[src/hw/rtl/gda_pkg.sv]
package gda_pkg;

	// Month codes for January, February and December, and the first and last day codes.
	localparam logic [3:0] MONTH_JAN = 4'd1;
	localparam logic [3:0] MONTH_FEB = 4'd2;
	localparam logic [3:0] MONTH_DEC = 4'd12;
	localparam logic [4:0] DAY_FIRST = 5'd1;
	localparam logic [4:0] DAY_LAST_DEC = 5'd31;

	// Length of the Gregorian cycle used for the leap-year rule.
	localparam int unsigned LEAP_CYCLE = 400;
	localparam int unsigned R400_W = 9;

	localparam logic [R400_W-1:0] R400_MAX = R400_W'(LEAP_CYCLE - 1);
	localparam logic [R400_W-1:0] R400_C100 = R400_W'(100);
	localparam logic [R400_W-1:0] R400_C200 = R400_W'(200);
	localparam logic [R400_W-1:0] R400_C300 = R400_W'(300);

	// The year over 400 is taken as (year / 16) / 25, the last step by a multiply
	// with ceil(2^17 / 25) and a shift by 17, exact for every dividend below 43690.
	localparam int unsigned CENTURY_SHIFT = 4;
	localparam int unsigned RECIP_W = 13;
	localparam logic [RECIP_W-1:0] RECIP_25 = 13'd5243;
	localparam int unsigned RECIP_SHIFT = 17;

	localparam logic [8:0] YEAR_DAYS = 9'd365;
	localparam logic [8:0] LEAP_YEAR_DAYS = 9'd366;
	localparam logic [4:0] FEB_LEAP_DAYS = 5'd29;

	localparam logic [4:0] MONTH_LEN [12] = '{
		5'd31, 5'd28, 5'd31, 5'd30, 5'd31, 5'd30,
		5'd31, 5'd31, 5'd30, 5'd31, 5'd30, 5'd31
	};

	// Days in the months before the given one, in a common year.
	localparam logic [8:0] CUM_DAYS [12] = '{
		9'd0, 9'd31, 9'd59, 9'd90, 9'd120, 9'd151,
		9'd181, 9'd212, 9'd243, 9'd273, 9'd304, 9'd334
	};

	typedef enum logic [2:0] {
		S_IDLE,
		S_MOD,
		S_CLAMP,
		S_SUM,
		S_YEAR,
		S_MONTH,
		S_DONE
	} state_t;

	typedef struct packed {
		logic load;
		logic mod_step;
		logic clamp;
		logic sum;
		logic year_step;
		logic month_step;
	} cmd_t;

	typedef struct packed {
		logic year_fits;
		logic year_last;
		logic month_fits;
	} stat_t;

	// Leap test from the year modulo 400.
	function automatic logic is_leap(input logic [R400_W-1:0] r);
		logic by4;
		logic century;
		begin
			by4 = (r[1:0] == 2'd0);
			century = (r == R400_C100) || (r == R400_C200) || (r == R400_C300);
			return by4 && !century;
		end
	endfunction

	// Length of month m (1..12).
	function automatic logic [4:0] month_days(input logic [3:0] m, input logic leap);
		logic [3:0] idx;
		begin
			idx = m - 4'd1;
			if (m == MONTH_FEB && leap)
				return FEB_LEAP_DAYS;
			return MONTH_LEN[idx];
		end
	endfunction

	// Days in the months before month m (1..12) of the year.
	function automatic logic [8:0] days_before(input logic [3:0] m, input logic leap);
		logic [3:0] idx;
		begin
			idx = m - 4'd1;
			if (leap && m > MONTH_FEB)
				return CUM_DAYS[idx] + 9'd1;
			return CUM_DAYS[idx];
		end
	endfunction

endpackage

[src/hw/rtl/gregorian_date_add_days_top.sv]
// From the accepting edge a request passes S_MOD, S_CLAMP and S_SUM, loops in S_YEAR
// while whole years remain and in S_MONTH while whole months remain in the last year,
// and ends in S_DONE (S_MONTH is skipped when the year saturates).
// Throughput: one request at a time; a new request is taken the cycle after done.
// The year-skipping loop, one year per cycle, dominates the time for large day counts.
// Reset (arst_n low, asynchronous) returns the controller to idle; results are one-cycle
// strobes on done and the receiver cannot stall them.
module gregorian_date_add_days_top
	import gda_pkg::*;
#(
	parameter int YEAR_WIDTH = 12,
	parameter int COUNT_WIDTH = 16
) (
	input  logic                   clk,
	input  logic                   arst_n,
	input  logic                   start,
	output logic                   busy,
	input  logic [YEAR_WIDTH-1:0]  start_year,
	input  logic [3:0]             start_month,
	input  logic [4:0]             start_day,
	input  logic [COUNT_WIDTH-1:0] days_to_add,
	output logic                   done,
	output logic [YEAR_WIDTH-1:0]  result_year,
	output logic [3:0]             result_month,
	output logic [4:0]             result_day,
	output logic                   year_overflow
);

	// The controller walks a request through its phases: the year modulo 400 is
	// found in S_MOD by a reciprocal multiply, so that the leap rule can then
	// follow the year by a wrapping counter. The start day is clamped to its
	// month, the day of year is summed with the count, whole years are removed one
	// per cycle, then whole months, and the remainder is the day of the month.
	cmd_t  cmd;
	stat_t stat;

	gda_ctrl u_ctrl (
		.clk    (clk),
		.arst_n (arst_n),
		.start  (start),
		.stat   (stat),
		.cmd    (cmd),
		.busy   (busy),
		.done   (done)
	);

	// The datapath holds the request and produces the result in place; its
	// registers are read by the outputs during the done cycle. Nothing in it
	// needs a reset, since every register is written during a request before it is used.
	gda_dp #(
		.YEAR_WIDTH  (YEAR_WIDTH),
		.COUNT_WIDTH (COUNT_WIDTH)
	) u_dp (
		.clk           (clk),
		.cmd           (cmd),
		.stat          (stat),
		.start_year    (start_year),
		.start_month   (start_month),
		.start_day     (start_day),
		.days_to_add   (days_to_add),
		.result_year   (result_year),
		.result_month  (result_month),
		.result_day    (result_day),
		.year_overflow (year_overflow)
	);

	// A result strobe ends the request: the block is idle in the next cycle.
	a_done_then_idle: assert property (@(posedge clk) disable iff (!arst_n)
		done |=> !busy && !done)
		else $error("done not followed by idle");

	// An accepted request makes the block busy from the edge that takes it.
	a_accept_busy: assert property (@(posedge clk) disable iff (!arst_n)
		start && !busy |=> busy)
		else $error("request accepted without going busy");

	// A delivered month is always a real month.
	a_month_range: assert property (@(posedge clk) disable iff (!arst_n)
		done |-> (result_month >= MONTH_JAN) && (result_month <= MONTH_DEC))
		else $error("result month out of range");

	// Saturation gives the last representable day.
	a_ovf_sat: assert property (@(posedge clk) disable iff (!arst_n)
		done && year_overflow |-> (result_year == '1) && (result_month == MONTH_DEC)
			&& (result_day == DAY_LAST_DEC))
		else $error("overflow result not saturated");

endmodule

[src/hw/rtl/gda_ctrl.sv]
module gda_ctrl
	import gda_pkg::*;
(
	input  logic  clk,
	input  logic  arst_n,
	input  logic  start,
	input  stat_t stat,
	output cmd_t  cmd,
	output logic  busy,
	output logic  done
);

	state_t state_q, state_d;

	always_ff @(posedge clk or negedge arst_n) begin
		if (!arst_n)
			state_q <= S_IDLE;
		else
			state_q <= state_d;
	end

	always_comb begin
		state_d = state_q;
		case (state_q)
			S_IDLE: begin
				if (start)
					state_d = S_MOD;
			end
			S_MOD: state_d = S_CLAMP;
			S_CLAMP: state_d = S_SUM;
			S_SUM: state_d = S_YEAR;
			S_YEAR: begin
				if (stat.year_fits)
					state_d = S_MONTH;
				else if (stat.year_last)
					state_d = S_DONE;
			end
			S_MONTH: begin
				if (stat.month_fits)
					state_d = S_DONE;
			end
			S_DONE: state_d = S_IDLE;
			default: state_d = S_IDLE;
		endcase
	end

	always_comb begin
		cmd = '0;
		busy = 1'b1;
		done = 1'b0;
		case (state_q)
			S_IDLE: begin
				busy = 1'b0;
				cmd.load = start;
			end
			S_MOD: cmd.mod_step = 1'b1;
			S_CLAMP: cmd.clamp = 1'b1;
			S_SUM: cmd.sum = 1'b1;
			S_YEAR: cmd.year_step = 1'b1;
			S_MONTH: cmd.month_step = 1'b1;
			S_DONE: done = 1'b1;
			default: busy = 1'b1;
		endcase
	end

endmodule

[src/hw/rtl/gda_dp.sv]
module gda_dp
	import gda_pkg::*;
#(
	parameter int YEAR_WIDTH = 12,
	parameter int COUNT_WIDTH = 16
) (
	input  logic                   clk,
	input  cmd_t                   cmd,
	output stat_t                  stat,
	input  logic [YEAR_WIDTH-1:0]  start_year,
	input  logic [3:0]             start_month,
	input  logic [4:0]             start_day,
	input  logic [COUNT_WIDTH-1:0] days_to_add,
	output logic [YEAR_WIDTH-1:0]  result_year,
	output logic [3:0]             result_month,
	output logic [4:0]             result_day,
	output logic                   year_overflow
);

	localparam int QW = YEAR_WIDTH - int'(CENTURY_SHIFT);
	localparam int PW = QW + int'(RECIP_W);
	localparam int REM_W = COUNT_WIDTH + 2;
	localparam logic [YEAR_WIDTH-1:0] CYCLE_YEARS = YEAR_WIDTH'(LEAP_CYCLE);

	logic [YEAR_WIDTH-1:0]  y_q;
	logic [3:0]             m_q;
	logic [4:0]             d_q;
	logic [COUNT_WIDTH-1:0] add_q;
	logic [R400_W-1:0]      r400_q;
	logic [REM_W-1:0]       rem_q;
	logic                   ovf_q;

	logic                   leap;
	logic [4:0]             mlen;
	logic [8:0]             ylen;
	logic [QW-1:0]          y16;
	logic [PW-1:0]          prod;
	logic [YEAR_WIDTH-1:0]  n400;
	logic [YEAR_WIDTH-1:0]  y_mod;

	assign leap = is_leap(r400_q);
	assign mlen = month_days(m_q, leap);
	assign ylen = leap ? LEAP_YEAR_DAYS : YEAR_DAYS;

	// Year modulo 400 in one cycle: the count of whole 400-year cycles comes from
	// a reciprocal multiply of the year over 16, and is taken back off the year.
	assign y16 = y_q[YEAR_WIDTH-1:CENTURY_SHIFT];
	assign prod = PW'(y16) * PW'(RECIP_25);
	assign n400 = YEAR_WIDTH'(prod >> RECIP_SHIFT);
	assign y_mod = y_q - n400 * CYCLE_YEARS;

	assign stat.year_fits = (rem_q <= REM_W'(ylen));
	assign stat.year_last = (y_q == '1);
	assign stat.month_fits = (m_q == MONTH_DEC) || (rem_q <= REM_W'(mlen));

	always_ff @(posedge clk) begin
		if (cmd.load) begin
			y_q <= (start_year == '0) ? YEAR_WIDTH'(1) : start_year;
			if (start_month == 4'd0)
				m_q <= MONTH_JAN;
			else if (start_month > MONTH_DEC)
				m_q <= MONTH_DEC;
			else
				m_q <= start_month;
			d_q <= (start_day == 5'd0) ? DAY_FIRST : start_day;
			add_q <= days_to_add;
			ovf_q <= 1'b0;
		end
		if (cmd.mod_step) begin
			r400_q <= R400_W'(y_mod);
		end
		if (cmd.clamp) begin
			if (d_q > mlen)
				d_q <= mlen;
		end
		if (cmd.sum) begin
			rem_q <= REM_W'(d_q) + REM_W'(days_before(m_q, leap)) + REM_W'(add_q);
		end
		if (cmd.year_step) begin
			if (stat.year_fits) begin
				m_q <= MONTH_JAN;
			end else begin
				if (stat.year_last) begin
					ovf_q <= 1'b1;
					m_q <= MONTH_DEC;
					rem_q <= REM_W'(DAY_LAST_DEC);
				end else begin
					rem_q <= rem_q - REM_W'(ylen);
					y_q <= y_q + YEAR_WIDTH'(1);
					r400_q <= (r400_q == R400_MAX) ? '0 : r400_q + R400_W'(1);
				end
			end
		end
		if (cmd.month_step && !stat.month_fits) begin
			rem_q <= rem_q - REM_W'(mlen);
			m_q <= m_q + 4'd1;
		end
	end

	assign result_year = y_q;
	assign result_month = m_q;
	assign result_day = rem_q[4:0];
	assign year_overflow = ovf_q;

endmodule

[config.mk]
export PLATFORM = sky130hd
export DESIGN_NAME = gregorian_date_add_days_top
export DESIGN_NICKNAME = d
export VERILOG_FILES = /design/src/hw/rtl/gda_pkg.sv /design/src/hw/rtl/gregorian_date_add_days_top.sv /design/src/hw/rtl/gda_ctrl.sv /design/src/hw/rtl/gda_dp.sv
export SDC_FILE = /design/constraint.sdc
export NUM_CORES = 1
export LEC_CHECK = 0
export BUFFER_PORTS_ARGS = -buffer_cell sky130_fd_sc_hd__buf_2
export CAP_MARGIN = 10
export CORE_ASPECT_RATIO = 1.5
export CORE_MARGIN = 1
export CORE_UTILIZATION = 56
export DETAILED_ROUTE_END_ITERATION = 7
export HOLD_SLACK_MARGIN = 0.02
export PLACE_DENSITY = 0.81
export SLEW_MARGIN = 20
export SYNTH_ARGS = -nofsm -noshare
export SYNTH_HDL_FRONTEND = slang
export SYNTH_HIERARCHICAL = 1
export SYNTH_SLANG_ARGS = --single-unit
export TNS_END_PERCENT = 30
[constraint.sdc]
create_clock -name clk -period 5.3 [get_ports clk]
set_input_delay 0.53 -clock clk [delete_from_list [all_inputs] [get_ports clk]]
set_output_delay 0.53 -clock clk [all_outputs]
set_load 0.005 [all_outputs]
Word level (Yosys, flattened, before mapping)
Memory sizes are Yosys's and may differ from the RTL's.
Index checks and enable logic that the tools add are counted.

storage, ports and cells
  ROM bits = 224
  memories = 2
  register bits after elaboration = 68
  logic and storage cells = 116

cells by class
  reductions and logical operators = 15
  $add $sub $neg = 10
  bitwise gates (word level) = 1
  order comparisons = 6
  $mul = 2
  mux-type cells = 56
  equality and inequality tests = 16

memories
  name              words  width  rd ports  clocked after memory_dff  write ports  line           text
  (name not given)  16     9      1         0                         0            gda_pkg.sv:94  return CUM_DAYS[idx] + 9'd1;
  (name not given)  16     5      1         0                         0            gda_pkg.sv:84  return MONTH_LEN[idx];

operators by type and width
  cell                     count
  $mux W18                 5
  $mux W9                  10
  $mux W12                 5
  $mux W5                  8
  $mux W4                  7
  $mul A8 B13 Y21 const B  1
  $add A18 B16 Y18         1
  $add A9 B1 Y9 const B    2
  $eq A9 B9 Y1 const B     2
  $le A18 B5 Y1            1
  $le A18 B9 Y1            1
  $pmux W3 S6              1
  $sub A18 B5 Y18          1
  $sub A18 B9 Y18          1
  $mux W1                  15
  $add A12 B1 Y12 const B  1
  $eq A12 B12 Y1 const B   1
  $logic_not A12 Y1        1
  $mux W3                  4
  $add A5 B9 Y10           1
  $eq A3 B3 Y1 const B     3
  $eq A9 B7 Y1 const B     1
  $eq A9 B8 Y1 const B     1
  $sub A9 B9 Y9            1
  24 further kinds         31

Depth between registers and ports, before layout
Gate-level depths: netlist of run 1.

  depth in word-level cells = 16
  gate-level depth with buffers = 25
  mapped depth without buffers = 25

Cells and area by module
The synthesis of run 1 kept the hierarchy.

modules (own cells, without submodules)
  module    area each (µm²)  cells each  times used  sequential area each (µm²)
  gda_dp    6662.6           811         1           1461.4
  gda_ctrl  252.7            27          1           75.1

Least setup slack after synthesis of run 1
Ideal clock, no wire load.

  path type = reg2reg
  from = register u_dp.y_q[8], in the netlist u_dp/result_year[8]
  to = register u_dp.r400_q[8]
  library setup time = 0.059 ns
  stages on the path, launching flop included = 24
  clock period less this slack = 5.548 ns
  slack = -0.248 ns
  arrival = 5.489 ns
  cells stage by stage = dfxtp_1 -> fa_1 -> inv_1 -> fa_1 -> fa_1 -> fa_1 -> inv_1 -> ha_1 -> a21oi_1 -> o221ai_1 -> a21oi_1 -> o21a_1 -> o21bai_1 -> a31o_2 -> a21oi_1 -> xnor2_1 -> ha_1 -> inv_1 -> ha_1 -> a21oi_1 -> xnor2_1 -> or3_1 -> mux2_2 -> nand2_1

on the way
  cells in the longest elaborated chain, start to end = 7
  elaborated cells between the ends (all ways) = 8
  those cells by class = add/sub (1); mul (2); eq/ne (1); mux (4)

ends and longest elaborated chain
  item                    line          text
  start, declared         gda_dp.sv:25  logic [YEAR_WIDTH-1:0] y_q;
  start signal, assigned  gda_dp.sv:58  y_q <= (start_year == '0) ? YEAR_WIDTH'(1) : start_year;
  start signal, assigned  gda_dp.sv:89  y_q <= y_q + YEAR_WIDTH'(1);
  $mul A8 B13 Y21         gda_dp.sv:48  assign prod = PW'(y16) * PW'(RECIP_25);
  $mul A4 B5 Y5           gda_dp.sv:50  assign y_mod = y_q - n400 * CYCLE_YEARS;
  $sub A9 B9 Y9           gda_dp.sv:50
  $mux W9                 gda_dp.sv:69  if (cmd.mod_step) begin
  $mux W9                 gda_dp.sv:83  if (stat.year_last) begin
  $mux W9                 gda_dp.sv:80  if (stat.year_fits) begin
  $mux W9 (*)             gda_dp.sv:79  if (cmd.year_step) begin
  end signal, assigned    gda_dp.sv:70  r400_q <= R400_W'(y_mod);
  end signal, assigned    gda_dp.sv:90  r400_q <= (r400_q == R400_MAX) ? '0 : r400_q + R400_W'(1);
  end, declared           gda_dp.sv:29  logic [R400_W-1:0] r400_q;

Every way passes the cells marked *; elsewhere a longest branch is shown, timed or not.
A chain may end at the register's enable or synchronous reset.

Final worst setup path of run 1
  from = register u_dp.y_q[6], in the netlist u_dp/result_year[6]
  to = register u_dp.r400_q[8]

Same word-level chain as after synthesis.

==> run_results.csv, run 1 <==
group,metric,value,unit
cts,cts_tree,"yes",
cells_and_area,area_delta_synth_final,17.37,%
route,drc,0,
cts,clock-sinks,68,
critical_path,cp.arrival,5820,ps
global_route,grt_pass1_wl,30820,um
route,wl_per_cell,17.92,um
synthesis,synth-async-reset-ratio,0.04412,
timing,hold_viol_final,0,
cts,clk_pin_slew_worst_paths,60,ps
synthesis,yosys_warnings,6,
critical_path,critical_path_class,"register to register",
cts,htreeDepth,3,
route,drt_first_iter_violations,325,
timing,finalSetupViolations,1,
synthesis,synthesis.nets,996,
floorplan,die_h,138.1,um
synthesis,ys_seq_area_frac,0.2222,
place,placedCellCount,1057,
global_route,antenna_found_initial,0,
synthesis,synth.ff_latch_count,68,
place,io_buffers,63,
cts,cts_buffers,9,
place,gp_congestion,0.9738,
critical_path,reg2regPathDepth,25,
timing,whs,360.1,ps
synthesis,synth-main-ff-cell,"dfxtp_1",
timing,worst_slew_pin_slew,675.1,ps
critical_path,start_kind,"register",
critical_path,max_stage_delay,540,ps
cells_and_area,fin_util,0.6754,
global_route,grt_usage,0.3052,
synthesis,syn_avg_cell_area,8.252,um^2
global_route,grt_max_degree,40,
cts,clk_latency,340,ps
route,via_count,6610,
global_route,grt_overflow_total,0,
synthesis,netlist-cell-type-count,81,
synthesis,synth_edf_count,16,
outcome,outcome,"complete, but fails checks",
route,vias_per_cell,6.143,
critical_path,endpoint_kind,"register",
cts,clock_path_buffers,2,
floorplan,die_area,0.01281,mm^2
outcome,violations,"setup timing",
synthesis,muxShareOfSynthArea,0.01918,
timing,maxSlewHeadroom,0.5480,
route,antenna_left,0,
synthesis,synth-simple-area-share,0.1885,
timing,clock-skew-final,8.328,ps
timing,finalCritPeriodShare,1.045,
synthesis,synth_xor_area_frac,0.04053,
cells_and_area,final_nets,1076,
global_route,first_global_vias,6688,
min_path,hold_path_class,"input port to register",
synthesis,synth_top_family_by_area,"adder cells",
timing,rsz0062_at_grt,"true",
route,dr.pass1.iters,5,
critical_path,cp_max_fo,2,
timing,fmax,0.1805,GHz
floorplan,top_level_ports,64,
floorplan,start_util,0.5755,
cells_and_area,fin_cells,1076,
flow_run,cap_violations,0,
floorplan,core_area,0.01202,mm^2
synthesis,synth_compound_area_frac,0.2041,
cells_and_area,drive_above_1_share,0.1939,
synthesis,synthCells,838,
place,hpwlAfterDp,14260,um
critical_path,critPathSlowestCell,"fa_1",
floorplan,fp-row-count,49,
route,drt_wl_total,19280,um
floorplan,die_x,92.74,um
timing,worst_slack,-239.4,ps
timing,period_needed,5539,ps
timing,slew_viol_final,0,
synthesis,yosys.area_share.adder,0.2497,
cells_and_area,n_antenna_cell,0,
cts,root_buffer,"clkbuf_16",
synthesis,netlist_area,0.006915,mm^2
critical_path,required,5590,ps
min_path,hold-path-cell-count,1,
cells_and_area,fillers,1010,
==> kinds of logic (layout without fill, tap and decap cells) <==
group	count (synthesis)	after routing
XOR/XNOR	32	32
AO/OA/AOI/OAI	219	219
adder cells (fa/ha/maj)	119	119
AND/OR/NAND/NOR	260	260
flip-flops	68	68
multiplexers	13	13
buffers and inverters	127	212
==> metal layers <==
layer	GRT usage	up-vias	share of wire
met5	0	-	0
met4	0.1757	0	0.058
met2	0.5747	250	0.54
met3	0.04015	75	0.049
li1	-	3138	-
met1	0.3149	3147	0.35
==> Yosys cell counts (4+ instances only) <==
cell type / n / share of area
inv_1: 88 / 0.048
ha_1: 86 / 0.16
nor2_1: 72 / 0.039
nand2_1: 64 / 0.035
a21oi_1: 59 / 0.043
o21ai_0: 51 / 0.037
dfxtp_1: 49 / 0.14
fa_1: 32 / 0.093
nand3_1: 32 / 0.023
xnor2_1: 18 / 0.023
clkbuf_1: 17 / 0.0092
edfxtp_1: 16 / 0.069
nor3_1: 16 / 0.012
xor2_1: 14 / 0.018
o22ai_1: 13 / 0.012
a21o_1: 12 / 0.013
mux2i_1: 11 / 0.016
a31oi_1: 10 / 0.0090
buf_2: 10 / 0.0072
nor4_1: 8 / 0.0072
o211ai_1: 8 / 0.0087
o21a_1: 8 / 0.0087
or3_1: 8 / 0.0072
buf_4: 7 / 0.0076
nand4_1: 7 / 0.0063
nor2b_1: 7 / 0.0063
o221ai_1: 7 / 0.0089
a22o_1: 5 / 0.0063
and3_1: 5 / 0.0045
nand2b_1: 5 / 0.0045
a211oi_1: 4 / 0.0043
nand3b_1: 4 / 0.0043
nor3b_1: 4 / 0.0043
or2_2: 4 / 0.0036
==> area by class of cell <==
cell class              count  area [um^2]  share of cell area
repair buffers            107        660.6             0.08139
clock inverters             5        81.33             0.01002
well taps                 153        191.4             0.02359
flip-flops and latches     68         1546              0.1905
clock buffers              11        252.7             0.03114
inverters                  89        334.1             0.04116
multi-input cells         643         5050              0.6222
==> state kept, by name (all words and copies together) (netlist names) <==
signal	flops
u_ctrl/state_q	3
u_dp/add_q	16
u_dp/d_q	5
u_dp/r400_q	9
u_dp/rem_q	18
u_dp/result_month	4
u_dp/result_year	12
u_dp/year_overflow	1
==> what timing repair did <==
item,4_1_cts,5_1_grt
buffers inserted,1,1
endpoints found under the hold margin,3,0
endpoints found under the setup margin,1,3
pin swaps,17,9
gates resized for setup,14,11
hold buffers,1,0
==> critical path, delay by kind of cell, from the launching register on <==
kind            cells  cell delay (ps)
compound gates      6              920
xor+xnor            2              210
fa+ha+maj           7             2810
buf+inv             6              480
flops               1              350
mux                 1              260
simple gates        3              450
==> worst paths after layout <==
path                                startpoint                  to  slack (ps)
max in group asynchronous               arst_n   u_ctrl/state_q[2]        4660
setup reg to reg           u_dp/result_year[6]      u_dp/r400_q[8]        -240
min in group asynchronous               arst_n   u_ctrl/state_q[0]         520
setup / recovery           u_dp/result_year[6]      u_dp/r400_q[8]        -240
hold reg to reg             u_dp/year_overflow  u_dp/year_overflow         500
hold / removal                  days_to_add[2]       u_dp/add_q[2]         360
==> cells in the final DEF (no fill, tap or decap), types with 5 or more instances in the layout <==
cell / Yosys / final
ha_1: 86 / 81
o22ai_1: 13 / 13
o21a_1: 8 / 8
and3_1: 5 / 5
xor2_1: 14 / 12
a21o_1: 12 / 12
nand2b_1: 5 / 5
clkbuf_16: 0 / 9
o21ai_0: 51 / 51
inv_1: 88 / 85
a31oi_1: 10 / 10
nand3_1: 32 / 30
or3_1: 8 / 8
buf_4: 7 / 42
nor3_1: 16 / 15
nor2b_1: 7 / 7
o211ai_1: 8 / 8
nor4_1: 8 / 8
ha_4: 0 / 5
edfxtp_1: 16 / 16
buf_2: 10 / 63
o221ai_1: 7 / 6
mux2i_1: 11 / 11
nor2_1: 72 / 71
a21oi_1: 59 / 53
a21oi_2: 0 / 5
a22o_1: 5 / 5
dfxtp_1: 49 / 45
xnor2_1: 18 / 15
fa_1: 32 / 31
nand2_1: 64 / 64
nand4_1: 7 / 7
==> through the flow <==
stage / setup TNS, ps / instance area [um^2] / setup slack (ps)
CTS: -129.6 / 8015 / -129.6
detailed placement: -278.3 / 7596 / -278.3
finish: -239.4 / 8117 / -239.4
floorplan: 0 / 6948 / 0.4952
global route: -583.6 / 8117 / -367.3
global placement: -101.1 / 7596 / -101.1
Power of run 1 is not shown: default switching activity piles up to over one toggle a cycle in this logic, so the estimate is an artifact.
==> inputs of run 2 (changes only) <==
--- a/config.mk
+++ b/config.mk
@@ -13,6 +13,7 @@
 export DETAILED_ROUTE_END_ITERATION = 7
 export HOLD_SLACK_MARGIN = 0.02
 export PLACE_DENSITY = 0.81
+export REMOVE_ABC_BUFFERS = 1
 export SLEW_MARGIN = 20
 export SYNTH_ARGS = -nofsm -noshare
 export SYNTH_HDL_FRONTEND = slang
==> run 2 against run 1 <==
  * The run still ends with setup timing left
  * Clock-buffer cell count shrank 2
  * Critical endpoint unchanged
  * Clock skew shrank 1.9 ps
  * Final area shrank 0.99%
  * Worst setup slack gained 96 ps
  * Cell count is essentially flat
  * Highest routed layer unchanged
  * Register-to-register slack gained 96 ps
  * Critical path type unchanged
  * Core utilization shrank 0.67 points
==> run_results.csv, run 2 (synthesis results as in run 1) <==
group,metric,value,unit
outcome,outcome,"complete, but fails checks",
outcome,violations,"setup timing",
cts,clk_pin_slew_worst_paths,60,ps
timing,worst_slew_pin_slew,660.0,ps
timing,period_needed,5443,ps
timing,whs,364.5,ps
min_path,hold_path_class,"input port to register",
timing,finalCritPeriodShare,1.027,
route,vias_per_cell,6.078,
critical_path,cp_num_buf_inv,6,
critical_path,cp_max_fo,2,
route,drc,0,
cts,cts_buffers,9,
floorplan,start_util,0.5755,
critical_path,rrSetupSlack,-140,ps
global_route,grt_pass1_wl,29630,um
place,hpwlAfterDp,13790,um
timing,rsz0062_at_grt,"true",
flow_run,cap_violations,0,
global_route,grt_usage,0.2910,
critical_path,max_stage_delay,540,ps
cells_and_area,fillers,979,
route,wl_per_cell,16.91,um
cts,cts_tree,"yes",
critical_path,start_kind,"register",
timing,hold_viol_final,0,
timing,clock-skew-final,6.416,ps
cts,clk_latency,340,ps
timing,finalSetupViolations,1,
cells_and_area,final_nets,1075,
min_path,min_to,"u_dp/add_q[15]",
cells_and_area,area_delta_synth_final,16.21,%
timing,worst_slack,-143.3,ps
global_route,antenna_found_initial,0,
floorplan,fp-row-count,49,
cells_and_area,drive_above_1_share,0.1898,
floorplan,die_h,138.1,um
critical_path,endpoint_kind,"register",
critical_path,critPathSlowestCell,"fa_1",
global_route,grt_max_degree,35,
critical_path,required,5580,ps
critical_path,cp.arrival,5730,ps
cts,root_buffer,"clkbuf_16",
route,drt_wl_total,18180,um
cells_and_area,largest_reg_flops,18,
floorplan,core_area,0.01202,mm^2
critical_path,crit_top_cell,"fa_1",
route,antenna_left,0,
critical_path,reg2regPathDepth,25,
cells_and_area,final_common_cell,"inv_1",
timing,maxSlewHeadroom,0.5584,
cts,clock_path_buffers,2,
critical_path,r2r-start,"u_dp/result_year[6]",
cells_and_area,n_antenna_cell,0,
timing,slew_viol_final,0,
cells_and_area,largest-register,"u_dp/rem_q",
place,io_buffers,63,
cts,htreeDepth,3,
timing,fmax,0.1837,GHz
critical_path,crit_family,"adder cells",
route,via_count,6534,
floorplan,top_level_ports,64,
route,dr.pass1.iters,5,
critical_path,critical_path_class,"register to register",
floorplan,die_x,92.74,um
place,gp_congestion,0.8752,
route,drt_first_iter_violations,393,
min_path,hold_start,"days_to_add[15]",
critical_path,r2r_end,"u_dp/r400_q[8]",
global_route,first_global_vias,6492,
global_route,grt_overflow_total,0,
cells_and_area,layout_common_cells,"85 x inv_1, 83 x ha_1, 71 x nor2_1",
cts,clock-sinks,68,
min_path,hold-path-cell-count,1,
floorplan,die_area,0.01281,mm^2
-- run 2: cell types whose count changed in the layout (fill, tap and decap cells not counted), sizes merged --
cell | before | now
clkbuf | 11 | 9
buf | 106 | 105
bufinv | 2 | 3
clkinv | 1 | 2
clkinvlp | 0 | 1
inv | 91 | 90
-- run 2: worst max path at each step --
stage | to | startpoint | cells past startpoint
CTS | u_dp/r400_q[8] | u_dp/result_year[8] | 25
global route | u_dp/r400_q[8] | u_dp/result_year[6] | 23
detailed placement | u_dp/r400_q[8] | u_dp/result_year[6] | 23
global placement | u_dp/r400_q[8] | u_dp/result_year[6] | 23
floorplan | u_dp/r400_q[8] | u_dp/result_year[8] | 23
finish | u_dp/r400_q[8] | u_dp/result_year[6] | 25
-- run 2: worst reg2reg max path, delay by kind of cell, from the launching register on --
kind                       cells  cell delay, ps
AOI/OAI and AO/OA              7             870
xor gates and xnor gates       2             330
adders and majority gates      6            2690
buffers and inverters          6             460
DFF                            1             330
muxes                          1             280
and+or+nand+nor                3             460
-- run 2: routing by layer --
metal | routed length [um] | global-route usage | up-vias
met5 | 0 | 0 | -
met4 | 966 | 0.1636 | 0
met3 | 823 | 0.03465 | 70
met2 | 9511 | 0.5419 | 231
met1 | 6877 | 0.3095 | 3090
li1 | - | - | 3143
-- run 2: repair_timing --
| action | 4_1_cts | 5_1_grt |
|---|---|---|
| setup buffers | 2 | 0 |
| hold endpoints to repair | 3 | 0 |
| setup endpoints to repair | 2 | 2 |
| gates resized for setup | 18 | 13 |
| pin swaps | 20 | 21 |
| hold buffers | 1 | 0 |
-- run 2: area by class of cell --
cell class	count	area [um^2]	area share
clock inverters	7	113.9	0.01417
repair buffers	106	640.6	0.07971
multi-input cells	643	4989	0.6207
flip-flops and latches	68	1543	0.1920
clock buffers	9	225.2	0.02802
inverters	89	334.1	0.04157
well taps	153	191.4	0.02382
-- run 2: per-stage QoR --
step	setup TNS, ps	utilization	instance area [um^2]	setup WS (ps)	instances
2_1_floorplan	-248.6	-	6725	-248.6	800
3_3_place_gp	-178.6	0.6278	7543	-178.6	1056
3_5_place_dp	-366.6	0.6278	7543	-366.6	1056
4_1_cts	-149.5	0.6643	7983	-149.5	1075
5_1_grt	-308.0	0.6688	8036	-308.0	1075
6_report	-143.3	0.6688	8036	-143.3	1075
Power of run 2 is left out for the same reason.
